## config.mk

```make
export PLATFORM = sky130hd
export DESIGN_NAME = pd_fixed_supply_capability_table
export DESIGN_NICKNAME = d
export VERILOG_FILES = /design/src/rtl/pdfsc_pkg.sv /design/src/rtl/pd_fixed_supply_capability_table.sv /design/src/rtl/pdfsc_ctrl.sv /design/src/rtl/pdfsc_dp.sv
export SDC_FILE = /design/constraint.sdc
export NUM_CORES = 1
export LEC_CHECK = 0
export BUFFER_PORTS_ARGS = -buffer_cell sky130_fd_sc_hd__buf_4
export CAP_MARGIN = 20
export CORE_MARGIN = 3
export CORE_UTILIZATION = 35
export CTS_BUF_LIST = sky130_fd_sc_hd__clkbuf_4 sky130_fd_sc_hd__clkbuf_8
export DETAILED_ROUTE_END_ITERATION = 6
export PLACE_DENSITY = 0.47
export RECOVER_POWER = 100
export SLEW_MARGIN = 40
export SYNTH_ARGS = -nofsm -noshare
export SYNTH_HDL_FRONTEND = slang
export SYNTH_SLANG_ARGS = --single-unit
```

## constraint.sdc

```tcl
create_clock -name clk -period 5.42 [get_ports clk]
set_input_delay 0.271 -clock clk [delete_from_list [all_inputs] [get_ports clk]]
set_output_delay 0.271 -clock clk [all_outputs]
set_load 0.1 [all_outputs]
```

## src/rtl/pdfsc_pkg.sv

```systemverilog
package pdfsc_pkg;

  // field widths
  localparam int CMD_W    = 2;
  localparam int WORD_W   = 16;
  localparam int SLOT_W   = 4;
  localparam int VOLTS_W  = 8;
  localparam int TARGET_W = 16;
  localparam int STATUS_W = 3;
  localparam int POS_W    = 4;
  localparam int CUR_W    = 13;
  localparam int MV_W     = 15;
  localparam int COUNT_W  = 4;

  // command codes
  localparam logic [CMD_W-1:0] CMD_LOAD    = 2'd0;
  localparam logic [CMD_W-1:0] CMD_REQUEST = 2'd1;
  localparam logic [CMD_W-1:0] CMD_BEST    = 2'd2;

  // status codes
  localparam logic [STATUS_W-1:0] ST_OK            = 3'd0;
  localparam logic [STATUS_W-1:0] ST_UNSUPPORTED   = 3'd1;
  localparam logic [STATUS_W-1:0] ST_NOT_AVAILABLE = 3'd2;
  localparam logic [STATUS_W-1:0] ST_IGNORED       = 3'd3;
  localparam logic [STATUS_W-1:0] ST_FULL          = 3'd4;

  // offer word layout
  localparam int BIT_DETECTED = 15;
  localparam int BIT_TYPE     = 14;

  // voltage code step in mV
  localparam logic [MV_W-1:0] VOLT_STEP_MV = 15'd100;

  // canonical voltages
  localparam logic [MV_W-1:0] MV_5V  = 15'd5000;
  localparam logic [MV_W-1:0] MV_9V  = 15'd9000;
  localparam logic [MV_W-1:0] MV_15V = 15'd15000;
  localparam logic [MV_W-1:0] MV_20V = 15'd20000;

  // controller to datapath
  typedef struct packed {
    logic capture;   // latch input word
    logic prep;      // load decision / table write, reset scan
    logic step;      // examine one entry
    logic publish;   // move result into output register
  } pdfsc_cmd_t;

  // datapath to controller
  typedef struct packed {
    logic scan_done;
  } pdfsc_stat_t;

  // upper-bound current in mA for a 4-bit current code
  function automatic logic [CUR_W-1:0] current_upper_ma(input logic [3:0] code);
    logic [CUR_W-1:0] ma;
    unique case (code)
      4'd0:  ma = 13'd1240;
      4'd1:  ma = 13'd1490;
      4'd2:  ma = 13'd1740;
      4'd3:  ma = 13'd1990;
      4'd4:  ma = 13'd2240;
      4'd5:  ma = 13'd2490;
      4'd6:  ma = 13'd2740;
      4'd7:  ma = 13'd2990;
      4'd8:  ma = 13'd3240;
      4'd9:  ma = 13'd3490;
      4'd10: ma = 13'd3740;
      4'd11: ma = 13'd3990;
      4'd12: ma = 13'd4240;
      4'd13: ma = 13'd4490;
      4'd14: ma = 13'd4990;
      default: ma = 13'd5000;
    endcase
    return ma;
  endfunction

endpackage

```

## src/rtl/pd_fixed_supply_capability_table.sv

```systemverilog
// channel | handshake             | word
// --------+-----------------------+-------------------------------------------------
// in      | in_valid / in_stall   | command, offer_word, slot_index, first_word,
//         |                       | request_volts, min_mv
// out     | out_valid / out_stall | status, offer_position, max_current_ma,
//         |                       | voltage_mv, entry_count, has_*_volt
//
// Each word passes through accept, prep/write, one step per held entry, scan end and
// publish; the scan reads the table one entry per step through its single read port.
// A new word is taken once the previous one has been placed in the output register.
// rst_n is synchronous, active low; it empties the table and drops any pending word.
// out_stall holds the output register; the block scans its current word and waits to publish.

module pd_fixed_supply_capability_table #(
  parameter int TABLE_DEPTH  = 8,
  parameter int SOURCE_SLOTS = 13
) (
  input  logic                                clk,
  input  logic                                rst_n,
  input  logic                                in_valid,
  output logic                                in_stall,
  input  logic [pdfsc_pkg::CMD_W-1:0]         in_command,
  input  logic [pdfsc_pkg::WORD_W-1:0]        in_offer_word,
  input  logic [pdfsc_pkg::SLOT_W-1:0]        in_slot_index,
  input  logic                                in_first_word,
  input  logic [pdfsc_pkg::VOLTS_W-1:0]       in_request_volts,
  input  logic [pdfsc_pkg::TARGET_W-1:0]      in_min_mv,
  output logic                                out_valid,
  input  logic                                out_stall,
  output logic [pdfsc_pkg::STATUS_W-1:0]      out_status,
  output logic [pdfsc_pkg::POS_W-1:0]         out_offer_position,
  output logic [pdfsc_pkg::CUR_W-1:0]         out_max_current_ma,
  output logic [pdfsc_pkg::MV_W-1:0]          out_voltage_mv,
  output logic [pdfsc_pkg::COUNT_W-1:0]       out_entry_count,
  output logic                                out_has_five_volt,
  output logic                                out_has_nine_volt,
  output logic                                out_has_fifteen_volt,
  output logic                                out_has_twenty_volt
);

  pdfsc_pkg::pdfsc_cmd_t  cmd;
  pdfsc_pkg::pdfsc_stat_t stat;

  // sequencer
  pdfsc_ctrl u_ctrl (
    .clk       (clk),
    .rst_n     (rst_n),
    .in_valid  (in_valid),
    .in_stall  (in_stall),
    .out_valid (out_valid),
    .out_stall (out_stall),
    .stat      (stat),
    .cmd       (cmd)
  );

  // offer table and result datapath
  pdfsc_dp #(
    .TABLE_DEPTH  (TABLE_DEPTH),
    .SOURCE_SLOTS (SOURCE_SLOTS)
  ) u_dp (
    .clk                  (clk),
    .rst_n                (rst_n),
    .cmd                  (cmd),
    .stat                 (stat),
    .in_command           (in_command),
    .in_offer_word        (in_offer_word),
    .in_slot_index        (in_slot_index),
    .in_first_word        (in_first_word),
    .in_request_volts     (in_request_volts),
    .in_min_mv            (in_min_mv),
    .out_status           (out_status),
    .out_offer_position   (out_offer_position),
    .out_max_current_ma   (out_max_current_ma),
    .out_voltage_mv       (out_voltage_mv),
    .out_entry_count      (out_entry_count),
    .out_has_five_volt    (out_has_five_volt),
    .out_has_nine_volt    (out_has_nine_volt),
    .out_has_fifteen_volt (out_has_fifteen_volt),
    .out_has_twenty_volt  (out_has_twenty_volt)
  );

endmodule

```

## src/rtl/pdfsc_ctrl.sv

```systemverilog
module pdfsc_ctrl (
  input  logic                     clk,
  input  logic                     rst_n,
  input  logic                     in_valid,
  output logic                     in_stall,
  output logic                     out_valid,
  input  logic                     out_stall,
  input  pdfsc_pkg::pdfsc_stat_t   stat,
  output pdfsc_pkg::pdfsc_cmd_t    cmd
);

  typedef enum logic [1:0] {
    S_IDLE,
    S_PREP,
    S_SCAN,
    S_FIN
  } state_t;

  state_t state_r, state_nxt;
  logic   out_valid_r, out_valid_nxt;
  logic   out_free;

  assign out_free = !out_valid_r || !out_stall;

  // command decode
  always_comb begin
    cmd.capture = (state_r == S_IDLE) && in_valid;
    cmd.prep    = (state_r == S_PREP);
    cmd.step    = (state_r == S_SCAN) && !stat.scan_done;
    cmd.publish = (state_r == S_FIN) && out_free;
  end

  // next state
  always_comb begin
    state_nxt = state_r;
    unique case (state_r)
      S_IDLE: if (in_valid) state_nxt = S_PREP;
      S_PREP: state_nxt = S_SCAN;
      S_SCAN: if (stat.scan_done) state_nxt = S_FIN;
      S_FIN:  if (out_free) state_nxt = S_IDLE;
      default: state_nxt = S_IDLE;
    endcase
  end

  // output word valid: set on publish, cleared when taken
  always_comb begin
    out_valid_nxt = out_valid_r;
    if (cmd.publish) begin
      out_valid_nxt = 1'b1;
    end else if (!out_stall) begin
      out_valid_nxt = 1'b0;
    end
  end

  always_ff @(posedge clk) begin
    if (!rst_n) begin
      state_r     <= S_IDLE;
      out_valid_r <= 1'b0;
    end else begin
      state_r     <= state_nxt;
      out_valid_r <= out_valid_nxt;
    end
  end

  assign in_stall  = (state_r != S_IDLE);
  assign out_valid = out_valid_r;

endmodule

```

## src/rtl/pdfsc_dp.sv

```systemverilog
module pdfsc_dp #(
  parameter int TABLE_DEPTH  = 8,
  parameter int SOURCE_SLOTS = 13
) (
  input  logic                                clk,
  input  logic                                rst_n,
  input  pdfsc_pkg::pdfsc_cmd_t               cmd,
  output pdfsc_pkg::pdfsc_stat_t              stat,
  input  logic [pdfsc_pkg::CMD_W-1:0]         in_command,
  input  logic [pdfsc_pkg::WORD_W-1:0]        in_offer_word,
  input  logic [pdfsc_pkg::SLOT_W-1:0]        in_slot_index,
  input  logic                                in_first_word,
  input  logic [pdfsc_pkg::VOLTS_W-1:0]       in_request_volts,
  input  logic [pdfsc_pkg::TARGET_W-1:0]      in_min_mv,
  output logic [pdfsc_pkg::STATUS_W-1:0]      out_status,
  output logic [pdfsc_pkg::POS_W-1:0]         out_offer_position,
  output logic [pdfsc_pkg::CUR_W-1:0]         out_max_current_ma,
  output logic [pdfsc_pkg::MV_W-1:0]          out_voltage_mv,
  output logic [pdfsc_pkg::COUNT_W-1:0]       out_entry_count,
  output logic                                out_has_five_volt,
  output logic                                out_has_nine_volt,
  output logic                                out_has_fifteen_volt,
  output logic                                out_has_twenty_volt
);

  localparam int CNT_W = $clog2(TABLE_DEPTH + 1);
  localparam int IDX_W = (TABLE_DEPTH > 1) ? $clog2(TABLE_DEPTH) : 1;

  // captured input word
  logic [pdfsc_pkg::CMD_W-1:0]    cmd_r;
  logic [pdfsc_pkg::WORD_W-1:0]   word_r;
  logic [pdfsc_pkg::SLOT_W-1:0]   slot_r;
  logic                           first_r;
  logic [pdfsc_pkg::MV_W-1:0]     want_mv_r;
  logic                           want_ok_r;
  logic [pdfsc_pkg::TARGET_W-1:0] target_r;

  // table and scan state
  logic [pdfsc_pkg::MV_W-1:0]     mem_mv   [TABLE_DEPTH];
  logic [pdfsc_pkg::CUR_W-1:0]    mem_cur  [TABLE_DEPTH];
  logic [pdfsc_pkg::POS_W-1:0]    mem_pos  [TABLE_DEPTH];
  logic [CNT_W-1:0]               held_r;
  logic [CNT_W-1:0]               idx_r;

  // result being built
  logic                           hit_r;
  logic [pdfsc_pkg::STATUS_W-1:0] res_status_r;
  logic [pdfsc_pkg::POS_W-1:0]    res_pos_r;
  logic [pdfsc_pkg::CUR_W-1:0]    res_cur_r;
  logic [pdfsc_pkg::MV_W-1:0]     res_mv_r;
  logic [3:0]                     flags_r;

  // output register
  logic [pdfsc_pkg::STATUS_W-1:0] out_status_r;
  logic [pdfsc_pkg::POS_W-1:0]    out_pos_r;
  logic [pdfsc_pkg::CUR_W-1:0]    out_cur_r;
  logic [pdfsc_pkg::MV_W-1:0]     out_mv_r;
  logic [pdfsc_pkg::COUNT_W-1:0]  out_count_r;
  logic [3:0]                     out_flags_r;

  // requested volts to canonical mV
  logic [pdfsc_pkg::MV_W-1:0]     want_mv;
  logic                           want_ok;
  always_comb begin
    want_ok = 1'b1;
    unique case (in_request_volts)
      8'd5:    want_mv = pdfsc_pkg::MV_5V;
      8'd9:    want_mv = pdfsc_pkg::MV_9V;
      8'd15:   want_mv = pdfsc_pkg::MV_15V;
      8'd20:   want_mv = pdfsc_pkg::MV_20V;
      default: begin
        want_mv = '0;
        want_ok = 1'b0;
      end
    endcase
  end

  // load decision
  logic [CNT_W-1:0]               cnt_base;
  logic                           word_ok;
  logic                           tbl_full;
  logic                           do_write;
  logic [pdfsc_pkg::MV_W-1:0]     new_mv;
  logic [pdfsc_pkg::CUR_W-1:0]    new_cur;
  logic [pdfsc_pkg::POS_W-1:0]    new_pos;

  assign cnt_base = first_r ? '0 : held_r;
  assign word_ok  = word_r[pdfsc_pkg::BIT_DETECTED] && !word_r[pdfsc_pkg::BIT_TYPE] &&
                    ({1'b0, slot_r} < 5'(SOURCE_SLOTS));
  assign tbl_full = (cnt_base >= CNT_W'(TABLE_DEPTH));
  assign do_write = cmd.prep && (cmd_r == pdfsc_pkg::CMD_LOAD) && word_ok && !tbl_full;
  assign new_mv   = 15'(word_r[7:0]) * pdfsc_pkg::VOLT_STEP_MV;
  assign new_cur  = pdfsc_pkg::current_upper_ma(word_r[13:10]);
  assign new_pos  = slot_r + 4'd1;

  // entry under scan
  logic [pdfsc_pkg::MV_W-1:0]     rd_mv;
  logic [pdfsc_pkg::CUR_W-1:0]    rd_cur;
  logic [pdfsc_pkg::POS_W-1:0]    rd_pos;
  logic                           take;

  assign rd_mv  = mem_mv[idx_r[IDX_W-1:0]];
  assign rd_cur = mem_cur[idx_r[IDX_W-1:0]];
  assign rd_pos = mem_pos[idx_r[IDX_W-1:0]];

  always_comb begin
    take = 1'b0;
    if (cmd_r == pdfsc_pkg::CMD_REQUEST) begin
      take = want_ok_r && !hit_r && (rd_mv == want_mv_r);
    end else if (cmd_r == pdfsc_pkg::CMD_BEST) begin
      take = ({1'b0, rd_mv} >= target_r) && (!hit_r || (rd_cur > res_cur_r));
    end
  end

  assign stat.scan_done = (idx_r >= held_r);

  // final status
  logic [pdfsc_pkg::STATUS_W-1:0] fin_status;
  logic                           fin_fields;
  always_comb begin
    fin_status = res_status_r;
    if (res_status_r == pdfsc_pkg::ST_OK && !hit_r &&
        (cmd_r == pdfsc_pkg::CMD_REQUEST || cmd_r == pdfsc_pkg::CMD_BEST)) begin
      fin_status = pdfsc_pkg::ST_NOT_AVAILABLE;
    end
    fin_fields = (fin_status == pdfsc_pkg::ST_OK) && hit_r;
  end

  // table storage
  always_ff @(posedge clk) begin
    if (do_write) begin
      mem_mv[cnt_base[IDX_W-1:0]]  <= new_mv;
      mem_cur[cnt_base[IDX_W-1:0]] <= new_cur;
      mem_pos[cnt_base[IDX_W-1:0]] <= new_pos;
    end
  end

  // held count
  always_ff @(posedge clk) begin
    if (!rst_n) begin
      held_r <= '0;
    end else if (cmd.prep && cmd_r == pdfsc_pkg::CMD_LOAD) begin
      held_r <= do_write ? cnt_base + CNT_W'(1) : cnt_base;
    end
  end

  // capture, prep, scan, publish
  always_ff @(posedge clk) begin
    if (cmd.capture) begin
      cmd_r     <= in_command;
      word_r    <= in_offer_word;
      slot_r    <= in_slot_index;
      first_r   <= in_first_word;
      want_mv_r <= want_mv;
      want_ok_r <= want_ok;
      target_r  <= in_min_mv;
    end

    if (cmd.prep) begin
      idx_r   <= '0;
      flags_r <= '0;
      hit_r   <= 1'b0;
      res_status_r <= pdfsc_pkg::ST_OK;
      if (cmd_r == pdfsc_pkg::CMD_LOAD) begin
        if (!word_ok) begin
          res_status_r <= pdfsc_pkg::ST_IGNORED;
        end else if (tbl_full) begin
          res_status_r <= pdfsc_pkg::ST_FULL;
        end else begin
          hit_r     <= 1'b1;
          res_pos_r <= new_pos;
          res_cur_r <= new_cur;
          res_mv_r  <= new_mv;
        end
      end else if (cmd_r == pdfsc_pkg::CMD_REQUEST && !want_ok_r) begin
        res_status_r <= pdfsc_pkg::ST_UNSUPPORTED;
      end
    end

    if (cmd.step) begin
      idx_r   <= idx_r + CNT_W'(1);
      flags_r <= flags_r | {rd_mv == pdfsc_pkg::MV_20V, rd_mv == pdfsc_pkg::MV_15V,
                            rd_mv == pdfsc_pkg::MV_9V,  rd_mv == pdfsc_pkg::MV_5V};
      if (take) begin
        hit_r     <= 1'b1;
        res_pos_r <= rd_pos;
        res_cur_r <= rd_cur;
        res_mv_r  <= rd_mv;
      end
    end

    if (cmd.publish) begin
      out_status_r <= fin_status;
      out_pos_r    <= fin_fields ? res_pos_r : '0;
      out_cur_r    <= fin_fields ? res_cur_r : '0;
      out_mv_r     <= fin_fields ? res_mv_r  : '0;
      out_count_r  <= 4'(held_r);
      out_flags_r  <= flags_r;
    end
  end

  assign out_status           = out_status_r;
  assign out_offer_position   = out_pos_r;
  assign out_max_current_ma   = out_cur_r;
  assign out_voltage_mv       = out_mv_r;
  assign out_entry_count      = out_count_r;
  assign out_has_five_volt    = out_flags_r[0];
  assign out_has_nine_volt    = out_flags_r[1];
  assign out_has_fifteen_volt = out_flags_r[2];
  assign out_has_twenty_volt  = out_flags_r[3];

endmodule
```

# == Word-level counts from Yosys, hierarchy flattened ==
# Memories as Yosys holds them, arrays and structs flattened. A register that Yosys moved wholly into a read port is not among the register bits.
# Index checks and enable logic that the tools add are counted.
# word_totals
register_bits,149
mem_bits_rw,240
mem_bits_ro,192
input_bits,51
output_inout_bits,45
elab_cells,138
n_memories,4
# mem_list
memory,words,word_bits,rd,rd_clocked_by_memory_dff,wr,line_no,source
(no name shown),16,12,1,1,0,pdfsc_pkg.sv:56,unique case (code)
u_dp.mem_cur,8,13,1,1,1,pdfsc_dp.sv:40,logic [pdfsc_pkg::CUR_W-1:0] mem_cur [TABLE_DEPTH];
u_dp.mem_mv,8,13,1,1,1,pdfsc_dp.sv:39,logic [pdfsc_pkg::MV_W-1:0] mem_mv [TABLE_DEPTH];
u_dp.mem_pos,8,4,1,1,1,pdfsc_dp.sv:41,logic [pdfsc_pkg::POS_W-1:0] mem_pos [TABLE_DEPTH];
# classes
add_sub_neg,3
multipliers,1
order_cmp,5
n_eq_ne,18
n_mux,50
n_bitwise,1
n_reduce_logical,33
# op_table
op,count
two-way mux 15 bit,6
two-way mux 13 bit,6
case mux 15 bit (4 select lines),1
two-way mux 4 bit,12
"equality test 15 x 14 -> 1 bit, second input constant",2
two-way mux 3 bit,7
"equality test 8 x 4 -> 1 bit, second input constant",2
greater-or-equal comparator 15 x 16 -> 1 bit,1
"equality test 15 x 13 -> 1 bit, second input constant",1
equality test 15 bit,1
"equality test 15 bit, second input constant",1
logical AND 1 bit,15
two-way mux 1 bit,14
> comparator 13 bit,1
"multiplier 8 x 5 -> 13 bit, second input constant",1
"adder 4 x 1 -> 4 bit, second input constant",3
"equality test 8 x 3 -> 1 bit, second input constant",1
"equality test 8 x 5 -> 1 bit, second input constant",1
case mux 2 bit (4 select lines),1
zero test 1 bit,7
"equality test 2 bit, second input constant",3
zero test 3 bit,2
two-way mux 2 bit,3
"inequality test 2 x 1 -> 1 bit, second input constant",3
11 further kinds,16

# == Longest topological paths before layout ==
# Gate-level depths: netlist of run 1.
# logic_depth
depth_word,8
ltp_mapped,15
depth_no_buf,13

# == Modules after synthesis ==
# From an unflattened synthesis of run 1, not the netlist that was laid out.
# hier_totals
cells_unflattened,1012
hier_area_um2,16447.0
# modules_own_cells
module,n_inst,cells_each,area_each_um2,seq_area_each_um2
pdfsc_dp,1,988,16210.5,11010.6
pdfsc_ctrl,1,24,236.5,60.1

# == Least setup slack after synthesis of run 1 ==
# OpenSTA, ideal clock, no wires.
# synth_path
kind,flip-flop to flip-flop
startpoint,register u_dp.slot_r[0] (netlist name)
endpoint,memory u_dp.mem_cur[1][10] (netlist name) (enable)
setup_time_ps,488
arrival_ps,4395
required_time_ps,4932
slack_ps,537
path_stages_with_launch,8
n_path_buf,2
period_less_slack_ps,4883
path_cell_list,edfxtp_1 > inv_1 > ha_1 > o21ai_0 > or3_1 > clkbuf_1 > clkbuf_1 > nor4_1
# synth_via
elab_chain_cells,6
# synth_lines
item,line_no,source
"start, declared",pdfsc_dp.sv:32,logic [pdfsc_pkg::SLOT_W-1:0] slot_r;
"start signal, assigned",pdfsc_dp.sv:152,slot_r <= in_slot_index;
less-than comparator 4 bit,pdfsc_dp.sv:89,"({1'b0, slot_r} < 5'(SOURCE_SLOTS));"
logical AND 1 bit,pdfsc_dp.sv:88,assign word_ok = word_r[pdfsc_pkg::BIT_DETECTED] && !word_r[pdfsc_pkg::BIT_TYPE] &&
logical AND 1 bit (2 in a row),pdfsc_dp.sv:91,assign do_write = cmd.prep && (cmd_r == pdfsc_pkg::CMD_LOAD) && word_ok && !tbl_full;
two-way mux 1 bit,pdfsc_dp.sv:131,if (do_write) begin
two-way mux 1 bit (not written as such),pdfsc_dp.sv:133,mem_cur[cnt_base[IDX_W-1:0]] <= new_cur;
"end, declared",pdfsc_dp.sv:40,
# No other way between the ends.

==> results of run 1 <==
## layer usage
layer | vias up | wire length, um | track usage
met2 | 167 | 18200 | 0.254
li1 | 4327 | - | -
met3 | 67 | 1690 | 0.0382
met4 | 0 | 868 | 0.0486
met5 | - | 0 | 0
met1 | 4581 | 18000 | 0.211
## final timing paths
| path | endpoint | startpoint | cells past startpoint |
|---|---|---|---|
| max | u_dp.res_cur_r[10]$_DFF_P_ | register | 13 |
| min | u_dp.want_mv_r[12]$_DFFE_PP_ | in_request_volts[2] | 3 |
| max reg2reg | u_dp.res_cur_r[10]$_DFF_P_ | register | 13 |
| min reg2reg | u_dp.res_mv_r[0]$_DFF_P_ | u_dp.res_mv_r[0]$_DFF_P_ | 1 |
## tightest hold or removal path, delay by kind of cell
kind / cells / cell delay [ns]
AOI/OAI and AO/OA: 1 / 0.05
buffers and inverters: 2 / 0.18
## area by class of cell
cell class	instances	share of cell area
clock inverters	22	0.00820
repair buffers	170	0.0591
well taps	600	0.0381
inverters	65	0.0124
flip-flops and latches	387	0.563
clock buffers	108	0.0666
multi-input cells	542	0.253
## what timing repair did
| item | 4_1_cts | 5_1_grt |
|---|---|---|
| hold buffers | 41 | 0 |
| gates resized for setup | 0 | 0 |
| setup buffers | 0 | 0 |
| hold endpoints to repair | 46 | 0 |
## kinds of logic (layout without fill, tap and decap cells)
group | after synthesis | after routing | synth area share
AO/OA/AOI/OAI | 92 | 92 | 0.0381
buffers and inverters | 98 | 365 | 0.0244
adder cells (fa/ha/maj) | 76 | 76 | 0.0590
AND/OR/NAND/NOR | 216 | 216 | 0.0656
flip-flops | 387 | 387 | 0.671
multiplexers | 139 | 139 | 0.132
XOR/XNOR | 19 | 19 | 0.0101
## flip-flops by register name (all words and copies together) (netlist names), 4 cells and up, named ones only
register	count
u_dp.new_cur	12
u_dp.res_cur_r	13
u_dp.out_offer_position	4
u_dp.mem_cur	96
u_dp.word_r	14
u_dp.slot_r	4
u_dp.res_mv_r	15
u_dp.mem_mv	104
u_dp.out_max_current_ma	13
u_dp.res_pos_r	4
u_dp.mem_pos	32
u_dp.idx_r	4
u_dp.out_flags_r	4
u_dp.flags_r	4
u_dp.want_mv_r	9
u_dp.out_voltage_mv	15
u_dp.out_entry_count	4
u_dp.target_r	16
u_dp.held_r	4
## power breakdown
group | switching [uW] | internal [uW]
combinational | 2120 | 1260
clock | 1210 | 1640
sequential | 368 | 4040
## per-stage QoR
step           std cells  instance area [um^2]  worst slack [ns]  hold slack (ns)   util
2_1_floorplan       1027                 16500             0.537            0.370      -
3_3_place_gp        1723                 18200             0.909            0.450  0.395
3_5_place_dp        1723                 18200              1.05            0.450  0.395
4_1_cts             1894                 20100              1.02           0.0169  0.436
5_1_grt             1894                 19700             0.525           0.0257  0.428
6_report            1894                 19700             0.860           0.0700  0.428
## layout by cell type, fill, tap and decap left out, types with 22 or more instances in the layout
master	netlist	layout
clkbuf_4	0	63
inv_1	65	65
dfxtp_1	55	53
clkbuf_8	0	80
mux2i_1	41	41
mux2_2	24	22
mux2_1	6	22
buf_4	1	28
and2_0	1	27
dlygate4sd3_1	0	41
ha_1	73	73
edfxtp_1	332	332
nor2_1	62	61
clkbuf_1	17	64
nand2_1	46	46
mux4_2	54	54
a21oi_1	28	28
==> run_results.csv, run 1 <==
group,metric,value,unit
pwr,max-vdd-ir-drop,0.277,mV
detailed_routing,vias,9142,
timing,finalSetupTns,0,ns
die,coreArea,0.0460,mm^2
pwr,total_power,10600,uW
setup_path,end_kind,"register",
outcome,violations,"capacitance limit, slew limit",
clocking,tritoncts,"yes",
setup_path,regToRegSetupSlack,0.86,ns
timing,relSlewSlack,-0.695,
setup_path,crit_chain,"buf_4, mux4_2, mux2i_1, inv_1, ha_1, nand2_1, o31ai_1, o2111ai_1, a2111oi_0, o211a_1, a31oi_1, buf_12, mux2_1",
yosys,synth_area,0.0165,mm^2
setup_path,cp.required,5.91,ns
worst_hold_path,hold_class,"input port to register",
timing,tightest_slew,2.54,ns
job,maxCapViolCount,12,
detailed_routing,firstDrtPassIters,4,
yosys,ys_seq_area_frac,0.671,
clocking,cts-buffers-inserted,71,
yosys,yosysTopAreaCellShare,0.604,
layout,ff_latch_area,0.0111,mm^2
timing,rsz0062_at_grt,"no",
clocking,clock_path_buffers,3,
die,die_area,0.0498,mm^2
pwr,p_leak,0.00721,uW
grt,grt_max_degree,44,
setup_path,cp.buffers_inverters,3,
grt,grt_use_total,0.157,
timing,skew,0.0334,ns
place,globalplace.congestion,0.747,
timing,period_share,0.841,
layout,nets,1364,
setup_path,crit_family,"compound AO/OA/AOI/OAI gates",
detailed_routing,postRouteWirelength,38800,um
yosys,postSynthAreaPerCell,16.1,um^2
layout,synthToLayoutAreaGrowth,19.3,%
yosys,synth_common_cells,"edfxtp_1, ha_1, inv_1, nor2_1, dfxtp_1",
die,fp.dieW,223,um
yosys,synth_area_leaders,"edfxtp_1, mux4_2, dfxtp_1",
yosys,yosys_most_used_dff,"edfxtp_1",
clocking,clkTransAtPathRegs,0.06,ns
timing,max_freq,219,MHz
setup_path,cp_slowest_cell,"a2111oi_0",
setup_path,worst-path-max-fanout,32,
detailed_routing,wire_per_inst,20.5,um
die,die_y,223,um
yosys,yosys_warnings,0,
grt,grt_pass1_wl,59000,um
timing,slew_viol_final,339,
layout,drive_gt1_frac,0.210,
clocking,clock-sinks,387,
yosys,async_reset_ff_frac,0,
detailed_routing,drcViolationCount,0,
timing,hold_viol,0,
pwr,power_density,541,mW/mm^2
setup_path,critPathMaxStageDelay,0.67,ns
die,initial_core_util,0.359,
grt,antenna_found_initial,0,
clocking,htree_levels,3,
detailed_routing,drtIter0Drc,424,
timing,setup_violations,0,
setup_path,cp-start-kind,"register",
detailed_routing,vias_per_cell,4.83,
yosys,synthDistinctLibCells,56,
yosys,yosysMostFrequentCell,"edfxtp_1",
timing,fin_crit,4.56,ns
die,rows,78,
layout,multi_input_area,0.00497,mm^2
layout,antennaDiodeCount,0,
yosys,syn_inst,1027,
yosys,syn-num-nets,1154,
grt,grt.overflow.total,0,
layout,fillerInstances,4236,
setup_path,cp.arrival,5.05,ns
yosys,ys_ff_latch,387,
setup_path,crit_type,"register to register",
clocking,cts_root_buf,"clkbuf_8",
place,portBuffers,93,
yosys,yosysTopAreaCell,"edfxtp_1",
clocking,clk_latency,0.62,ns
outcome,status,"finished with violations",
place,dpl.hpwl,24200,um
detailed_routing,ant_nets,0,
die,num_io_pins,96,
yosys,synth-edff-count,332,
grt,grt_pass1_vias,9675,
Power figures use the tool's default switching activity.
==> run 2, diff against run 1 <==
--- a/config.mk
+++ b/config.mk
@@ -11,7 +11,7 @@
 export CORE_UTILIZATION = 35
 export CTS_BUF_LIST = sky130_fd_sc_hd__clkbuf_4 sky130_fd_sc_hd__clkbuf_8
 export DETAILED_ROUTE_END_ITERATION = 6
-export PLACE_DENSITY = 0.47
+export PLACE_DENSITY = 0.49
 export RECOVER_POWER = 100
 export SLEW_MARGIN = 40
 export SYNTH_ARGS = -nofsm -noshare
==> constraint.sdc (replaced) <==
create_clock -name clk -period 3.9 [get_ports clk]
set_input_delay 0.195 -clock clk [delete_from_list [all_inputs] [get_ports clk]]
set_output_delay 0.195 -clock clk [all_outputs]
set_load 0.1 [all_outputs]
==> run 2 against run 1 <==
Net effect:
- the flow still finishes with violations (capacitance limit, slew limit)
- global-route usage hardly changed
- register-to-register slack worse by 0.68 ns
- sequential share of layout area is 1.3 points lower
- critical path type unchanged
- critical endpoint is now u_dp.res_cur_r[11]$_DFF_P_
==> run_results.csv, run 2 (synthesized netlist as in run 1, its figures left out) <==
group,metric,value,unit
outcome,status,"finished with violations",
outcome,violations,"capacitance limit, slew limit",
die,die_area,0.0498,mm^2
layout,synthToLayoutAreaGrowth,22.1,%
timing,hold_viol,0,
grt,grt_pass1_wl,59000,um
place,portBuffers,93,
die,die_y,223,um
layout,largest_reg_flops,104,
job,maxCapViolCount,2,
detailed_routing,postRouteWirelength,38800,um
layout,layout_common_cells,"edfxtp_1, clkbuf_8, ha_1",
setup_path,worst-path-max-fanout,16,
grt,antenna_found_initial,0,
setup_path,crit_family,"multiplexers",
layout,stdcell_count,1936,
timing,tightest_slew,1.67,ns
timing,finalSetupTns,0,ns
setup_path,critPathMaxStageDelay,0.57,ns
clocking,clkTransAtPathRegs,0.06,ns
timing,max_freq,269,MHz
setup_path,crit_chain,"buf_6, buf_4, mux4_2, mux2i_1, inv_1, ha_1, and3_1, nand4b_1, a2111oi_2, clkbuf_4, o211a_1, a31oi_4, buf_12, mux2_4",
pwr,sw_frac_of_total,0.344,
timing,fin_crit,3.72,ns
pwr,seqPwrFrac,0.399,
pwr,max-vdd-ir-drop,0.462,mV
setup_path,cp-start-kind,"register",
place,place_inst,1756,
setup_path,cp_slowest_cell,"mux4_2",
setup_path,cp.required,4.40,ns
layout,drive_gt1_frac,0.249,
die,rows,78,
setup_path,cp.arrival,4.22,ns
setup_path,end_kind,"register",
clocking,htree_levels,3,
pwr,p_int,9880,uW
layout,antennaDiodeCount,0,
clocking,clock_path_buffers,3,
detailed_routing,drtIter0Drc,628,
grt,grt.overflow.total,0,
layout,final_common_cell,"edfxtp_1",
clocking,tritoncts,"yes",
detailed_routing,routed.top_layer,"met4",
clocking,cts_root_buf,"clkbuf_8",
grt,grt_max_degree,44,
detailed_routing,ant_nets,0,
layout,nets,1410,
pwr,total_power,15100,uW
detailed_routing,wire_per_inst,20.0,um
pwr,p_clk_frac,0.255,
place,globalplace.congestion,0.771,
clocking,clock-sinks,387,
timing,slew_viol_final,30,
detailed_routing,firstDrtPassIters,5,
setup_path,cp.buffers_inverters,5,
pwr,switching_power,5180,uW
grt,grt_pass1_vias,9694,
detailed_routing,vias,9299,
die,coreArea,0.0460,mm^2
detailed_routing,vias_per_cell,4.80,
detailed_routing,wl_met1,17700,um
grt,grt_use_total,0.157,
clocking,cts-buffers-inserted,68,
detailed_routing,drcViolationCount,0,
place,dpl.hpwl,24900,um
detailed_routing,route.met3.wl,1820,um
pwr,p_leak,0.00754,uW
setup_path,crit_type,"register to register",
clocking,clk_latency,0.63,ns
pwr,power_density,748,mW/mm^2
pwr,combPwrFrac,0.346,
timing,whs,0.122,ns
timing,relSlewSlack,-0.132,
timing,skew,0.0357,ns
timing,rsz0062_at_grt,"no",
detailed_routing,dr_wl_met2,18600,um
die,initial_core_util,0.359,
die,fp.dieW,223,um
die,num_io_pins,96,
timing,setup_violations,0,
timing,period_share,0.955,
worst_hold_path,hold_class,"input port to register",
run 2: changes by cell type in the layout (fill, tap and decap cells not counted), moves of 3 or more:
cell / before / now
clkbuf_8: 80 / 77
buf_12: 2 / 6
clkinv_1: 10 / 7
mux2_4: 0 / 14
buf_4: 28 / 49
dlygate4sd3_1: 41 / 49
clkbuf_1: 64 / 61
clkbuf_4: 63 / 66
clkbuf_2: 0 / 11
mux2_1: 22 / 7
run 2: cell type report:
cell class | count | area [um^2]
Tap cell | 600 | 751
Clock inverter | 20 | 156
Multi-Input combinational cell | 542 | 5080
Clock buffer | 103 | 1250
Sequential cell | 387 | 11100
Inverter | 65 | 244
Fill cell | 4137 | 25800
Timing Repair Buffer | 219 | 1590
run 2: what timing repair did:
action                                  in CTS  in global routing
buffers inserted                             0                  8
endpoints found under the setup margin      25                 22
hold endpoints to repair                    54                  0
pin swaps                                    0                  0
hold buffers                                49                  0
gates resized for setup                      2                  6
run 2: final timing paths:
path / depth (start not counted) / start / slack (ns) / endpoint
worst max-delay path: 14 / register / 0.18 / u_dp.res_cur_r[11]$_DFF_P_
worst min-delay path: 5 / in_request_volts[6] / 0.12 / u_dp.want_mv_r[8]$_DFFE_PP_
worst max register to register: 14 / register / 0.18 / u_dp.res_cur_r[11]$_DFF_P_
worst min register to register: 0 / u_dp.flags_r[0]$_SDFFCE_PN0N_ / 0.47 / u_dp.out_flags_r[0]$_DFFE_PP_
run 2: power by group through the flow:
stage / logic [uW] / registers [uW] / clock network [uW]
after floorplan: 3100 / 6300 / 0
after global placement: 5290 / 6090 / 0
after detailed placement: 5330 / 6100 / 0
after CTS: 5400 / 6020 / 3970
after global routing: 5780 / 6090 / 4160
final: 5210 / 6010 / 3840
run 2: per-stage QoR:
step / util / instance area (um^2) / worst slack (ns)
after floorplan: - / 16500 / -0.231
after CTS: 0.445 / 20400 / 0.0367
final: 0.438 / 20200 / 0.177
after detailed placement: 0.403 / 18500 / -0.0987
after global placement: 0.403 / 18500 / -0.0756
after global routing: 0.438 / 20200 / 0.0139
run 2: metal layers:
| layer | GRT usage | up-vias |
|---|---|---|
| met3 | 0.0357 | 49 |
| met5 | 0 | - |
| met2 | 0.258 | 206 |
| li1 | - | 4419 |
| met1 | 0.211 | 4625 |
| met4 | 0.0406 | 0 |
run 2: worst min-delay path, cell delays in order:
cell	delay, ns
buf_4	0.08
or3_1	0.10
nor3b_1	0.06
inv_1	0.09
nor2_1	0.05
==> run 3, diff against run 2 <==
--- a/config.mk
+++ b/config.mk
@@ -11,9 +11,11 @@
 export CORE_UTILIZATION = 35
 export CTS_BUF_LIST = sky130_fd_sc_hd__clkbuf_4 sky130_fd_sc_hd__clkbuf_8
 export DETAILED_ROUTE_END_ITERATION = 6
+export GPL_TIMING_DRIVEN = 0
 export PLACE_DENSITY = 0.49
 export RECOVER_POWER = 100
 export SLEW_MARGIN = 40
 export SYNTH_ARGS = -nofsm -noshare
 export SYNTH_HDL_FRONTEND = slang
+export SYNTH_HIERARCHICAL = 1
 export SYNTH_SLANG_ARGS = --single-unit
==> constraint.sdc (replaced) <==
create_clock -name clk -period 3.9 [get_ports clk]
set_input_delay 0.585 -clock clk [delete_from_list [all_inputs] [get_ports clk]]
set_output_delay 0.585 -clock clk [all_outputs]
set_load 0.1 [all_outputs]
==> run 3 against run 2 <==
Net effect:
- the run still ends with capacitance limit, slew limit left
- register-to-register slack got worse by 0.05 ns
- sequential share of layout area about the same
- count of clock-buffer cells in the layout decreased by 2
- die area decreased by 0.31%
- sequential power about the same
- clock power increased by 1%
- total power increased by 3.2%
- cell count decreased by 3.1%
- sequential cell count unchanged
==> run_results.csv, run 3 <==
group,metric,value,unit
outcome,status,"finished with violations",
outcome,violations,"capacitance limit, slew limit",
detailed_routing,drcViolationCount,0,
timing,max_freq,265,MHz
yosys,yosysTopAreaCellShare,0.606,
detailed_routing,routed.top_layer,"met4",
yosys,synthDistinctLibCells,55,
layout,final_common_cell,"edfxtp_1",
clocking,cts_root_buf,"clkbuf_8",
pwr,seqPwrFrac,0.388,
pwr,p_clk_frac,0.250,
layout,stdcell_count,1876,
timing,whs,0.162,ns
setup_path,cp.arrival,4.27,ns
detailed_routing,drtIter0Drc,662,
pwr,p_int,10100,uW
layout,largest_reg_flops,104,
layout,nets,1346,
layout,layout_common_cells,"edfxtp_1, clkbuf_8, ha_1",
die,die_area,0.0496,mm^2
timing,period_share,0.966,
layout,synthToLayoutAreaGrowth,22.6,%
detailed_routing,vias_per_cell,4.89,
detailed_routing,vias,9176,
pwr,combPwrFrac,0.361,
clocking,clock_path_buffers,3,
pwr,p_leak,0.00739,uW
place,globalplace.congestion,0.759,
timing,relSlewSlack,-0.650,
detailed_routing,ant_nets,0,
yosys,yosysMostFrequentCell,"edfxtp_1",
yosys,synth_area,0.0164,mm^2
setup_path,crit_type,"register to register",
place,portBuffers,93,
yosys,yosys_warnings,6,
detailed_routing,wire_per_inst,21.3,um
yosys,postSynthAreaPerCell,16.3,um^2
die,fp.dieW,223,um
pwr,switching_power,5400,uW
timing,finalSetupTns,0,ns
yosys,yosysTopAreaCell,"edfxtp_1",
grt,grt.overflow.total,0,
layout,drive_gt1_frac,0.290,
timing,tightest_slew,2.47,ns
grt,antenna_found_initial,0,
detailed_routing,wl_met1,18400,um
timing,skew,0.0339,ns
layout,multi_input_area,0.00528,mm^2
yosys,synth_area_leaders,"edfxtp_1, mux4_2, dfxtp_1",
yosys,ys_ff_latch,387,
setup_path,end_kind,"register",
detailed_routing,postRouteWirelength,40000,um
yosys,yosys_most_used_dff,"edfxtp_1",
setup_path,cp-start-kind,"register",
die,num_io_pins,96,
clocking,clock-sinks,387,
die,initial_core_util,0.359,
clocking,tritoncts,"yes",
layout,ff_latch_area,0.0111,mm^2
job,maxCapViolCount,1,
setup_path,worst-path-max-fanout,10,
worst_hold_path,hold_class,"input port to register",
pwr,sw_frac_of_total,0.347,
place,place_inst,1728,
die,rows,78,
timing,slew_viol_final,44,
layout,utilization,0.440,
layout,fillerInstances,4173,
timing,rsz0062_at_grt,"no",
grt,grt_use_total,0.162,
die,coreArea,0.0459,mm^2
grt,grt_max_degree,44,
yosys,syn-num-nets,1138,
timing,hold_viol,0,
place,dpl.hpwl,27000,um
yosys,ys_seq_area_frac,0.673,
grt,grt_pass1_vias,9593,
setup_path,cp.required,4.40,ns
yosys,synth_common_cells,"edfxtp_1, ha_1, inv_1, dfxtp_1, mux4_2",
clocking,clkTransAtPathRegs,0.06,ns
detailed_routing,route.met3.wl,1620,um
timing,fin_crit,3.77,ns
clocking,htree_levels,3,
detailed_routing,firstDrtPassIters,4,
grt,grt_pass1_wl,60000,um
pwr,max-vdd-ir-drop,0.390,mV
detailed_routing,dr_wl_met2,19100,um
clocking,clk_latency,0.63,ns
yosys,syn_inst,1012,
clocking,cts-buffers-inserted,68,
pwr,power_density,771,mW/mm^2
layout,antennaDiodeCount,0,
yosys,async_reset_ff_frac,0,
timing,setup_violations,0,
yosys,synth-edff-count,332,
die,die_y,223,um
==> run 3: cell count changes after synthesis, moves of 8 or more <==
cell / delta
nor2b_1: +8
mux2_4: -14
mux2_2: +9
nor2_1: -22
inv_1: -9
nand2_1: -10
==> run 3: area by class of cell <==
| cell class | count | area share |
|---|---|---|
| clock buffer | 101 | 0.0605 |
| buffer | 36 | 0.0189 |
| multi-input combinational | 532 | 0.262 |
| clock inverter | 25 | 0.0104 |
| inverter | 56 | 0.0104 |
| timing repair buffer | 139 | 0.0518 |
| sequential | 387 | 0.549 |
| tap | 600 | 0.0372 |
==> run 3: power groups by stage <==
stage	combinational [uW]	clock (uW)	sequential [uW]
final	5620	3890	6030
after global routing	6160	4210	6100
after CTS	5440	4010	6040
after detailed placement	4900	0	6120
after global placement	4800	0	6120
after floorplan	3070	0	6300
==> run 3: critical path: stages, from the launching register on <==
cell       delay, ns
dfxtp_2         0.33
buf_12          0.13
buf_12          0.13
buf_12          0.13
buf_12          0.14
clkbuf_16       0.16
buf_4           0.14
mux4_2          0.27
mux2_2          0.31
ha_1            0.31
nand4_1         0.14
nor2_2          0.06
a221oi_2        0.26
o21ai_2         0.13
nand4_1         0.14
buf_6           0.14
o41ai_4         0.11
buf_6           0.16
buf_12          0.14
mux2_1          0.31
==> run 3: logic make-up (layout without fill, tap and decap cells) <==
family	after synthesis	after routing	synth area share
buffers and inverters	93	357	0.0240
xor gates and xnor gates	21	21	0.0112
and+or+nand+nor	203	203	0.0663
DFF	387	387	0.673
adders and majority gates	75	75	0.0584
AOI/OAI and AO/OA	93	93	0.0369
muxes	140	140	0.130
==> run 3: layer usage <==
layer | up-vias | global-route usage
li1 | 4305 | -
met3 | 63 | 0.0351
met2 | 188 | 0.261
met1 | 4620 | 0.222
met5 | - | 0
met4 | 0 | 0.0490
==> run 3: worst paths after layout <==
| path | start | slack, ns | to | cells past startpoint |
|---|---|---|---|---|
| setup / recovery | register | 0.13 | u_dp/res_cur_r[9]$_DFF_P_ | 19 |
| hold / removal | in_command[1] | 0.16 | u_dp/cmd_r[1]$_DFFE_PP_ | 1 |
| setup reg to reg | register | 0.13 | u_dp/res_cur_r[9]$_DFF_P_ | 19 |
| hold reg to reg | u_dp/held_r[3]$_SDFFE_PN0P_ | 0.47 | u_dp/out_entry_count[3]$_DFFE_PP_ | 0 |
==> run 3: through the flow <==
step / area [um^2] / worst slack, ns / total power, uW
floorplan: 16500 / 0.0000688 / 9360
finish: 20200 / 0.131 / 15500
CTS: 20200 / 0.0291 / 15500
global placement: 17900 / -3.00 / 10900
global route: 20200 / 0.00950 / 16500
detailed placement: 18300 / -1.65 / 11000
==> run 3: what timing repair did <==
action | 4_1_cts | 5_1_grt
setup buffers | 14 | 10
pin swaps | 8 | 8
hold buffers | 0 | 0
gates resized for setup | 71 | 30
endpoints found under the setup margin | 52 | 45
